<file path="src/hw/rtl/ffca_pkg.sv">
// ----------------------------------------------------------------------------
// ffca_pkg
// Shared types and constants for the first-fit chunk allocator.
// ----------------------------------------------------------------------------
package ffca_pkg;

	localparam int MAX_CHUNKS = 64;
	localparam int CHUNK_AW   = $clog2(MAX_CHUNKS);
	localparam int COUNT_W    = $clog2(MAX_CHUNKS + 1);
	localparam int LEN_W      = 16;
	localparam int FREE_W     = 17;

	localparam logic [LEN_W-1:0] CHUNK_SIZE_RESET = 16'd100;

	localparam logic [1:0] STATUS_PLACED  = 2'd0;
	localparam logic [1:0] STATUS_NEW     = 2'd1;
	localparam logic [1:0] STATUS_TOOLONG = 2'd2;
	localparam logic [1:0] STATUS_FULL    = 2'd3;

	typedef struct packed {
		logic                en;
		logic [CHUNK_AW-1:0] addr;
		logic [FREE_W-1:0]   data;
	} free_wr_t;

endpackage

</file>
<file path="src/hw/rtl/ffca_free_mem.sv">
// ----------------------------------------------------------------------------
// ffca_free_mem
// Free-slot table: one write port, one read port, registered read data.
// ----------------------------------------------------------------------------
module ffca_free_mem
	import ffca_pkg::*;
(
	input  logic                clk,
	input  free_wr_t            wr,
	input  logic [CHUNK_AW-1:0] rd_addr,
	output logic [FREE_W-1:0]   rd_data
);

	logic [FREE_W-1:0] mem_q [MAX_CHUNKS];

	always_ff @(posedge clk) begin
		if (wr.en) begin
			mem_q[wr.addr] <= wr.data;
		end
	end

	always_ff @(posedge clk) begin
		rd_data <= mem_q[rd_addr];
	end

endmodule

</file>
<file path="src/hw/rtl/first_fit_chunk_allocator.sv">
// ----------------------------------------------------------------------------
// first_fit_chunk_allocator
// Places each record in the first open chunk with room, else opens a chunk while one is free.
//
//  channel  | handshake               | payload
//  ---------+-------------------------+--------------------------------------
//  request  | start / busy            | record_length
//  result   | done (one-cycle strobe) | chunk_index, slot_offset, status,
//           |                         | chunks_open
//  config   | cfg_valid / cfg_ready   | cfg_data (chunk_size)
//
// A too-long record, or one arriving with no chunk open, is answered in the
// next cycle without raising busy. Otherwise busy is raised and the free-slot
// memory is scanned one entry per cycle from chunk 0 until the first hit or
// the last open chunk, after which done is raised.
// Reset empties all chunks and loads chunk_size with 100. Results cannot be
// stalled; cfg_ready is always high.
// ----------------------------------------------------------------------------
module first_fit_chunk_allocator
	import ffca_pkg::*;
(
	input  logic               clk,
	input  logic               arst_n,
	input  logic               start,
	output logic               busy,
	input  logic [LEN_W-1:0]   record_length,
	output logic               done,
	output logic [5:0]         chunk_index,
	output logic [15:0]        slot_offset,
	output logic [1:0]         status,
	output logic [6:0]         chunks_open,
	input  logic               cfg_valid,
	output logic               cfg_ready,
	input  logic [LEN_W-1:0]   cfg_data
);

	localparam logic ST_IDLE = 1'b0;
	localparam logic ST_SCAN = 1'b1;

	logic                state_q;
	logic [LEN_W-1:0]    chunk_size_q;
	logic [COUNT_W-1:0]  open_q;
	logic [FREE_W-1:0]   need_q;
	logic [CHUNK_AW-1:0] k_q;
	logic                done_q;
	logic [CHUNK_AW-1:0] idx_q;
	logic [15:0]         off_q;
	logic [1:0]          status_q;

	free_wr_t            wr;
	logic [CHUNK_AW-1:0] rd_addr;
	logic [FREE_W-1:0]   rd_data;

	logic [FREE_W-1:0]   need;
	logic                accept;
	logic                too_long;
	logic                hit;
	logic                last;
	logic                room;
	logic [FREE_W-1:0]   size_ext;
	logic [FREE_W-1:0]   used;

	ffca_free_mem u_free_mem (
		.clk     (clk),
		.wr      (wr),
		.rd_addr (rd_addr),
		.rd_data (rd_data)
	);

	assign cfg_ready = 1'b1;
	assign busy      = (state_q == ST_SCAN);
	assign accept    = start && !busy;
	assign size_ext  = {1'b0, chunk_size_q};
	assign need      = {1'b0, record_length} + FREE_W'(1);
	assign too_long  = need > size_ext;
	assign hit       = rd_data >= need_q;
	assign last      = (COUNT_W'(k_q) + COUNT_W'(1)) == open_q;
	assign room      = open_q < COUNT_W'(MAX_CHUNKS);
	assign used      = size_ext - rd_data;

	always_comb begin
		rd_addr = '0;
		if (state_q == ST_SCAN) begin
			rd_addr = k_q + CHUNK_AW'(1);
		end
	end

	always_comb begin
		wr.en   = 1'b0;
		wr.addr = '0;
		wr.data = size_ext - need;
		case (state_q)
			ST_IDLE: begin
				if (accept && !too_long && open_q == '0) begin
					wr.en = 1'b1;
				end
			end
			ST_SCAN: begin
				if (hit) begin
					wr.en   = 1'b1;
					wr.addr = k_q;
					wr.data = rd_data - need_q;
				end else if (last && room) begin
					wr.en   = 1'b1;
					wr.addr = open_q[CHUNK_AW-1:0];
					wr.data = size_ext - need_q;
				end
			end
			default: begin
				wr.en = 1'b0;
			end
		endcase
	end

	always_ff @(posedge clk or negedge arst_n) begin
		if (!arst_n) begin
			chunk_size_q <= CHUNK_SIZE_RESET;
		end else if (cfg_valid && cfg_ready) begin
			chunk_size_q <= cfg_data;
		end
	end

	always_ff @(posedge clk or negedge arst_n) begin
		if (!arst_n) begin
			state_q <= ST_IDLE;
			open_q  <= '0;
			done_q  <= 1'b0;
		end else begin
			done_q <= 1'b0;
			case (state_q)
				ST_IDLE: begin
					if (accept) begin
						if (too_long) begin
							done_q <= 1'b1;
						end else if (open_q == '0) begin
							done_q <= 1'b1;
							open_q <= COUNT_W'(1);
						end else begin
							state_q <= ST_SCAN;
						end
					end
				end
				ST_SCAN: begin
					if (hit || last) begin
						done_q  <= 1'b1;
						state_q <= ST_IDLE;
						if (!hit && room) begin
							open_q <= open_q + COUNT_W'(1);
						end
					end
				end
				default: begin
					state_q <= ST_IDLE;
				end
			endcase
		end
	end

	always_ff @(posedge clk) begin
		case (state_q)
			ST_IDLE: begin
				if (accept) begin
					need_q   <= need;
					k_q      <= '0;
					idx_q    <= '0;
					off_q    <= '0;
					status_q <= too_long ? STATUS_TOOLONG : STATUS_NEW;
				end
			end
			ST_SCAN: begin
				k_q <= k_q + CHUNK_AW'(1);
				if (hit) begin
					idx_q    <= k_q;
					off_q    <= used[15:0];
					status_q <= STATUS_PLACED;
				end else if (last && room) begin
					idx_q    <= open_q[CHUNK_AW-1:0];
					off_q    <= '0;
					status_q <= STATUS_NEW;
				end else begin
					idx_q    <= '0;
					off_q    <= '0;
					status_q <= STATUS_FULL;
				end
			end
			default: begin
				k_q <= '0;
			end
		endcase
	end

	assign done        = done_q;
	assign chunk_index = 6'(idx_q);
	assign slot_offset = off_q;
	assign status      = status_q;
	assign chunks_open = 7'(open_q);

	a_done_not_busy: assert property (@(posedge clk) disable iff (!arst_n)
		!(done && busy))
		else $error("result strobe while scan still running");

	a_accept_answered: assert property (@(posedge clk) disable iff (!arst_n)
		(start && !busy) |=> (done || busy))
		else $error("transfer neither answered nor scanned");

	a_count_bound: assert property (@(posedge clk) disable iff (!arst_n)
		open_q <= COUNT_W'(MAX_CHUNKS))
		else $error("open chunk count beyond table depth");

	a_new_is_last: assert property (@(posedge clk) disable iff (!arst_n)
		(done && status == STATUS_NEW) |-> (7'(chunk_index) + 7'd1 == chunks_open))
		else $error("new chunk index does not match open count");

endmodule

</file>
<file path="config.mk">
export PLATFORM = sky130hd
export DESIGN_NAME = first_fit_chunk_allocator
export DESIGN_NICKNAME = d
export VERILOG_FILES = /design/src/hw/rtl/ffca_pkg.sv /design/src/hw/rtl/ffca_free_mem.sv /design/src/hw/rtl/first_fit_chunk_allocator.sv
export SDC_FILE = /design/constraint.sdc
export NUM_CORES = 2
export LEC_CHECK = 0
export ABC_AREA = 1
export BUFFER_PORTS_ARGS = -buffer_cell sky130_fd_sc_hd__buf_2
export CORE_AREA = 2 2 385 234
export DETAILED_ROUTE_END_ITERATION = 10
export DIE_AREA = 0 0 387 236
export HOLD_SLACK_MARGIN = 0.12
export PLACE_DENSITY = 0.83
export SYNTH_ARGS = -nofsm -noshare
export SYNTH_HDL_FRONTEND = slang
export SYNTH_SLANG_ARGS = --single-unit
</file>
<file path="constraint.sdc">
create_clock -name clk -period 4.3 [get_ports clk]
set_input_delay 0.43 -clock clk [delete_from_list [all_inputs] [get_ports clk]]
set_output_delay 0.43 -clock clk [all_outputs]
set_load 0.01 [all_outputs]
</file>
# --- Word level (Yosys, flattened, before mapping) ---
# Memory sizes are Yosys's and may differ from the RTL's. A register that Yosys moved wholly into a read port is not among the register bits.
# Index checks and enable logic that the tools add are counted.
op_classes:
  bitwise: 1
  addsub: 8
  n_mux: 37
  n_lt_le_gt_ge: 3
  n_reduce_logical: 12
  n_eq_ne: 6
op_table:
  columns: ["op", "count"]
  rows:
  - ["two-way mux 24 bit", 2]
  - ["two-way mux 7 bit", 5]
  - ["subtractor 16 x 17 -> 17 bit", 2]
  - ["two-way mux 16 bit", 2]
  - ["case mux 16 bit (2 select lines)", 1]
  - ["two-way mux 6 bit", 4]
  - ["case mux 6 bit (2 select lines)", 2]
  - ["two-way mux 23 bit", 1]
  - ["adder 16 x 1 -> 17 bit, second input constant", 1]
  - ["greater-or-equal comparator 17 bit", 1]
  - ["> comparator 17 x 16 -> 1 bit", 1]
  - ["subtractor 17 bit", 1]
  - ["subtractor 16 bit", 1]
  - ["case mux 7 bit (2 select lines)", 1]
  - ["two-way mux 1 bit", 11]
  - ["two-way mux 2 bit", 4]
  - ["adder 6 x 1 -> 7 bit, second input constant", 1]
  - ["adder 7 x 1 -> 7 bit, second input constant", 1]
  - ["equality test 7 bit", 1]
  - ["logical NOT 7 bit", 1]
  - ["< comparator 7 bit, second input constant", 1]
  - ["adder 6 x 1 -> 6 bit, second input constant", 1]
  - ["inequality test 2 bit, second input constant", 3]
  - ["case mux 1 bit (2 select lines)", 3]
  - ["8 further kinds", 15]
totals:
  ff_bits: 72
  n_memories: 1
  in_bits: 36
  ram_bits: 1088
  output_inout_bits: 34
mem_list:
  columns: ["name", "depth", "width", "read_ports", "rd_ports_with_merged_regs", "wr", "line", "source"]
  rows:
  - ["u_free_mem.mem_q", 64, 17, 1, 1, 1, "ffca_free_mem.sv:14", "logic [FREE_W-1:0] mem_q [MAX_CHUNKS];"]

# --- Logic depth before layout (Yosys ltp) ---
logic_depth:
  ltp_word: 9
  ltp_mapped: 21
  mapped_depth_nobuf: 21

# --- Hierarchy ---
# From an unflattened synthesis, not the netlist that was laid out.
unflattened:
  hier_cells: 4653
  area_unflattened_um2: 51333.0
modules_own_cells:
  columns: ["mod", "n_inst", "cells_per_inst", "area_each_um2", "seq_area_each_um2"]
  rows:
  - ["ffca_free_mem", 1, 3731, 44445.1, 33011.7]
  - ["first_fit_chunk_allocator", 1, 922, 6887.9, 2040.7]

# --- Worst setup path after synthesis ---
# No wires, ideal clock.
synth_timing:
  kind: "input to register"
  startpoint: "input port record_length[0]"
  endpoint: "memory u_free_mem.mem_q[0][10], data pin"
  path_slack_ns: -0.187
  cell_stages: 15
  arrival_time_ns: 3.938
  cell_sequence: "ha_1 nand2_1 nor2_1 nand2_1 xor2_1 ha_1 nand2_1 inv_1 nand4_1 nand3_1 nand3_1 nand2_1 xor2_1 o22ai_1 a21oi_1"
synth_rtl:
  columns: ["item", "line", "source"]
  rows:
  - ["start, declared", "first_fit_chunk_allocator.sv:26", "input logic [LEN_W-1:0] record_length,"]
  - ["end, declared", "ffca_free_mem.sv:14", null]

# --- Final worst setup path ---
layout_timing:
  startpoint: "register k_q[0]"
  endpoint: "register u_free_mem.rd_data[16] (read register of u_free_mem.mem_q)"
layout_between:
  elab_chain_cells: 2
layout_rtl:
  columns: ["item", "line", "source"]
  rows:
  - ["start, declared", "first_fit_chunk_allocator.sv:44", "logic [CHUNK_AW-1:0] k_q;"]
  - ["start signal, assigned", "first_fit_chunk_allocator.sv:171", "k_q <= k_q + CHUNK_AW'(1);"]
  - ["adder 6 x 1 -> 6 bit", "first_fit_chunk_allocator.sv:84", "rd_addr = k_q + CHUNK_AW'(1);"]
  - ["two-way mux 6 bit", "first_fit_chunk_allocator.sv:83", "if (state_q == ST_SCAN) begin"]
  - ["end, declared", "ffca_free_mem.sv:11", "output logic [FREE_W-1:0] rd_data"]
# No other way between the ends.
# A chain may end at the register's enable or synchronous reset.

==> summary.md <==
| Metric | Value |
|---|---|
| Result of the run | complete, no violations |
| Root buffer cell | clkbuf_16 |
| Final non-filler cell area | 0.0562 mm2 |
| Post-route DRC violation count | 0 |
| Class of the tightest hold or removal check | primary input to flop |
| Worst Path Buf+Inv | 1 |
| Deepest level of the CTS H-tree | 3 |
| Fraction of power spent switching nets | 39.8% |
| Final Slew Violations | 0 |
| Register bit count reported by yosys | 1177 |
| Leading cell types in the layout, fill and taps excluded | edfxtp_1 (1135), nor2_1 (682), o21ai_0 (608), nand2_1 (230), nand3_1 (172) |
| TritonCTS clock tree | yes |
| Ports placed on the boundary | 70 |
| Largest stage delay on the critical path | 0.72 ns |
| Net load switching power | 16.1 mW |
| Number of DRC violations after detailed-routing iteration 0 | 6995 |
| Worst Setup SP | k_q[0] |
| Worst-case headroom to the max-slew limit | 36.0% |
| Post-layout minimum cycle time | 4.27 ns |
| Fraction of synthesis flops using an asynchronous set or reset pin | 2.12% |
| Wire length of the first global-routing pass | 216000 um |
| CTS clk-pin slew, worst paths | 0.07 ns |
| Total clock sinks | 1177 |
| Maximum fanout encountered on the critical timing path | 83 |
| Fin Clk Skew | 0.0418 ns |
| # rows | 85 |
| Layout Utilization | 63.6% |
| Cell area after synthesis | 0.0497 mm2 |
| Tcrit/Tclk final | 99.3% |
| Pwr/cell area | 719 mW/mm2 |
| Synthesized area per cell | 12.4 um2 |
| Sequential fraction of design power | 39.2% |
| Final Hold Slack | 0.161 ns |
| Pin count of the biggest net entering global routing | 129 |
| Static leakage | 19.1 nW |
| Number of antenna violations at the first check in global routing | 5 |
| Comb pwr share | 38.4% |
| Placement Cell Area | 0.0528 mm2 |
| Worst r2r src | k_q[0] |
| Clock insertion delay at the later pin of the skew report | 0.72 ns |
| Startpoint-to-endpoint class of the critical path | flop to flop |
| Cells along the critical path | ha_1, nand2_4, buf_4, o21ai_0, o22ai_1, o21ai_0, o22ai_1, o21ai_0, o21ai_0 |
| RSZ-0062 raised after global routing | no |
| Number of nets in the layout | 4246 |
| Die Footprint | 0.0913 mm2 |
| Detailed-routing iteration count for the pre-antenna-repair pass | 8 |
| Worst reg2reg setup slack | 0.03 ns |
| Type of element capturing the critical path | flop |
| Area added between synthesis and finish | 13.0% |
| Worst ir drop on vdd | 0.000656 V |
| Area share of the largest cell type after synthesis | 68.5% |
| Accumulated negative setup slack | 0 ns |
| Number of setup buffers added after CTS | 0 |
| Ratio of cells with drive above 1 in the final layout | 12.0% |
| Y dimension of the die | 236 um |
| Number of filler instances in the final layout | 6136 |
| Synth area leader | edfxtp_1 |
| Average vias per placed instance | 6.71 |
| Post-detailed-placement half-perimeter wirelength | 90400 um |
| Total wire length after detailed routing | 148000 um |
| Worst endpoint required time | 4.80 ns |
| Via count of the first global-routing pass | 33500 |
| Gate family responsible for the most delay along the worst path | compound AO/OA/AOI/OAI gates |
| Final setup violation count | 0 |
| Horizontal die dimension | 387 um |
| Antenna-violating nets left | 0 |
| Max-capacitance violation count | 0 |
| Setup crit start kind | flop |
| Vias | 36200 |
| Count of final hold-check violations | 0 |
| P_int | 24.3 mW |
| Register Area | 0.0351 mm2 |
| Average detailed-routed wire length per instance | 27.5 um |
| FMAX | 0.234 GHz |
| Slew at the pin closest to its max-slew limit | 0.950 ns |
| Share of the yosys chip area belonging to registers | 70.5% |
| Most frequent standard cell in the layout excluding fill and tap cells | edfxtp_1 |
| Clock share of power | 22.4% |
| GP Congestion | 1.02 |
| All-Layer GR Usage | 31.9% |
| Number of different library cells in the post-synthesis netlist | 54 |
| CTS buffer count | 96 |
| Core box area | 0.0884 mm2 |
| Count of flip-flops with a built-in enable after synthesis | 1135 |
| Most frequently used flop master after synthesis | edfxtp_1 |
| Slowest cell on the critical path | buf_4 |
| Yosys Warn Count | 0 |
| Arrival time of the worst setup path | 4.77 ns |
| Remaining Overflow, GRT | 0 |
| Largest cells by area after synthesis | edfxtp_1 (69%), o21ai_0 (6.1%), nor2_1 (5.3%), o221ai_1 (2.5%), o22ai_1 (1.9%) |
| Number of instances in the synthesized netlist | 4009 |
| Clock Path Buffers | 3 |
| Post-Syn Nets | 4114 |
| Cell repeated most along the worst path | o21ai_0 |
| Port Buffer Count | 68 |
| Multi-input gate area | 0.0134 mm2 |
| Min-delay src | record_length[7] |
| Effective utilization at floorplan | 56.3% |
## path summary, 6_finish.rpt
| kind | to | cells past startpoint |
|---|---|---|
| setup / recovery | u_free_mem.rd_data[16] | 9 |
| hold / removal | need_q[7] | 3 |
| setup reg to reg | u_free_mem.rd_data[16] | 9 |
| hold reg to reg | chunk_size_q[6] | 1 |
| max in group asynchronous | chunk_size_q[4] | 2 |
| min in group asynchronous | chunk_size_q[3] | 2 |
## flip-flops by register name, indices dropped and copies added (netlist names)
register,flops
chunk_size_q,16
u_free_mem.rd_data,17
k_q,6
slot_offset,16
busy,1
status,2
chunk_index,6
u_free_mem.mem_q,1088
chunks_open,7
need_q,17
done,1
## area by class of cell
cell class              instances  share of cell area (%)
flip-flops and latches       1177                    62.3
multi-input cells            2436                    23.8
repair buffers                276                    4.53
clock buffers                 115                    4.40
well taps                    1174                    2.61
clock inverters                61                    1.23
inverters                     154                    1.06
diodes                          1                 0.00445
## Yosys cell counts, types with 4 or more instances
master and n:
edfxtp_1 1135, nor2_1 706, o21ai_0 608, nand2_1 235, clkbuf_1 206, nand3_1 172, o22ai_1 151, o221ai_1 141
inv_1 140, o211ai_1 95, a21oi_1 69, ha_1 65, xor2_1 36, buf_2 27, nand4_1 23, dfrtp_1 22
xnor2_1 18, dfxtp_1 17, nand3_2 12, inv_2 11, mux2_2 11, nor3_1 11, a31oi_1 9, a21o_1 7
buf_1 7, nand3_4 7, a211oi_1 4, a21boi_0 4, fa_1 4, nand2_2 4, o21a_1 4, o21ai_1 4
o21bai_1 4
## metrics by stage
step,cells,power (mW),setup WS [ns]
floorplan,4009,24.1,-0.0305
finish,5394,40.4,0.0288
detailed placement,5194,30.7,0.213
CTS,5392,39.6,0.256
global placement,5194,30.2,0.385
global route,5393,41.5,0.0172
## worst min-delay path, cell delays in order
cell and delay [ns]:
buf_2 0.12, xor2_1 0.13, inv_1 0.07
## cells by family (layout without fill, tap and decap cells)
family / after synthesis / after routing / share of synthesized area, %
XOR/XNOR: 55 / 55 / 0.983
multiplexers: 13 / 13 / 0.289
AND/OR/NAND/NOR: 1186 / 1186 / 10.0
other: 1 / 2 / 0.00754
adder cells (fa/ha/maj): 69 / 69 / 1.80
buffers and inverters: 397 / 606 / 3.09
AO/OA/AOI/OAI: 1111 / 1112 / 13.4
flip-flops: 1177 / 1177 / 70.5
## power by group through the flow
stage	registers [mW]	clock network, mW	logic [mW]
6_report	15.8	9.06	15.5
5_1_grt	15.9	9.47	16.2
4_1_cts	15.8	9.05	14.7
3_5_place_dp	16.1	0	14.6
3_3_place_gp	16.0	0	14.2
2_1_floorplan	16.1	0	7.99
## timing repair
action                     4_1_cts  5_1_grt
setup endpoints to repair        0       61
hold endpoints to repair        43        0
hold buffers                    22        0
gates resized for setup          0        1
## metal layers
layer | track usage, % | part of all wire, %
met2 | 43.3 | 41
met5 | 0 | 0.030
met3 | 12.8 | 18
met1 | 47.1 | 38
met4 | 9.98 | 3.2
Note: power is estimated with default switching activity, not from simulation.
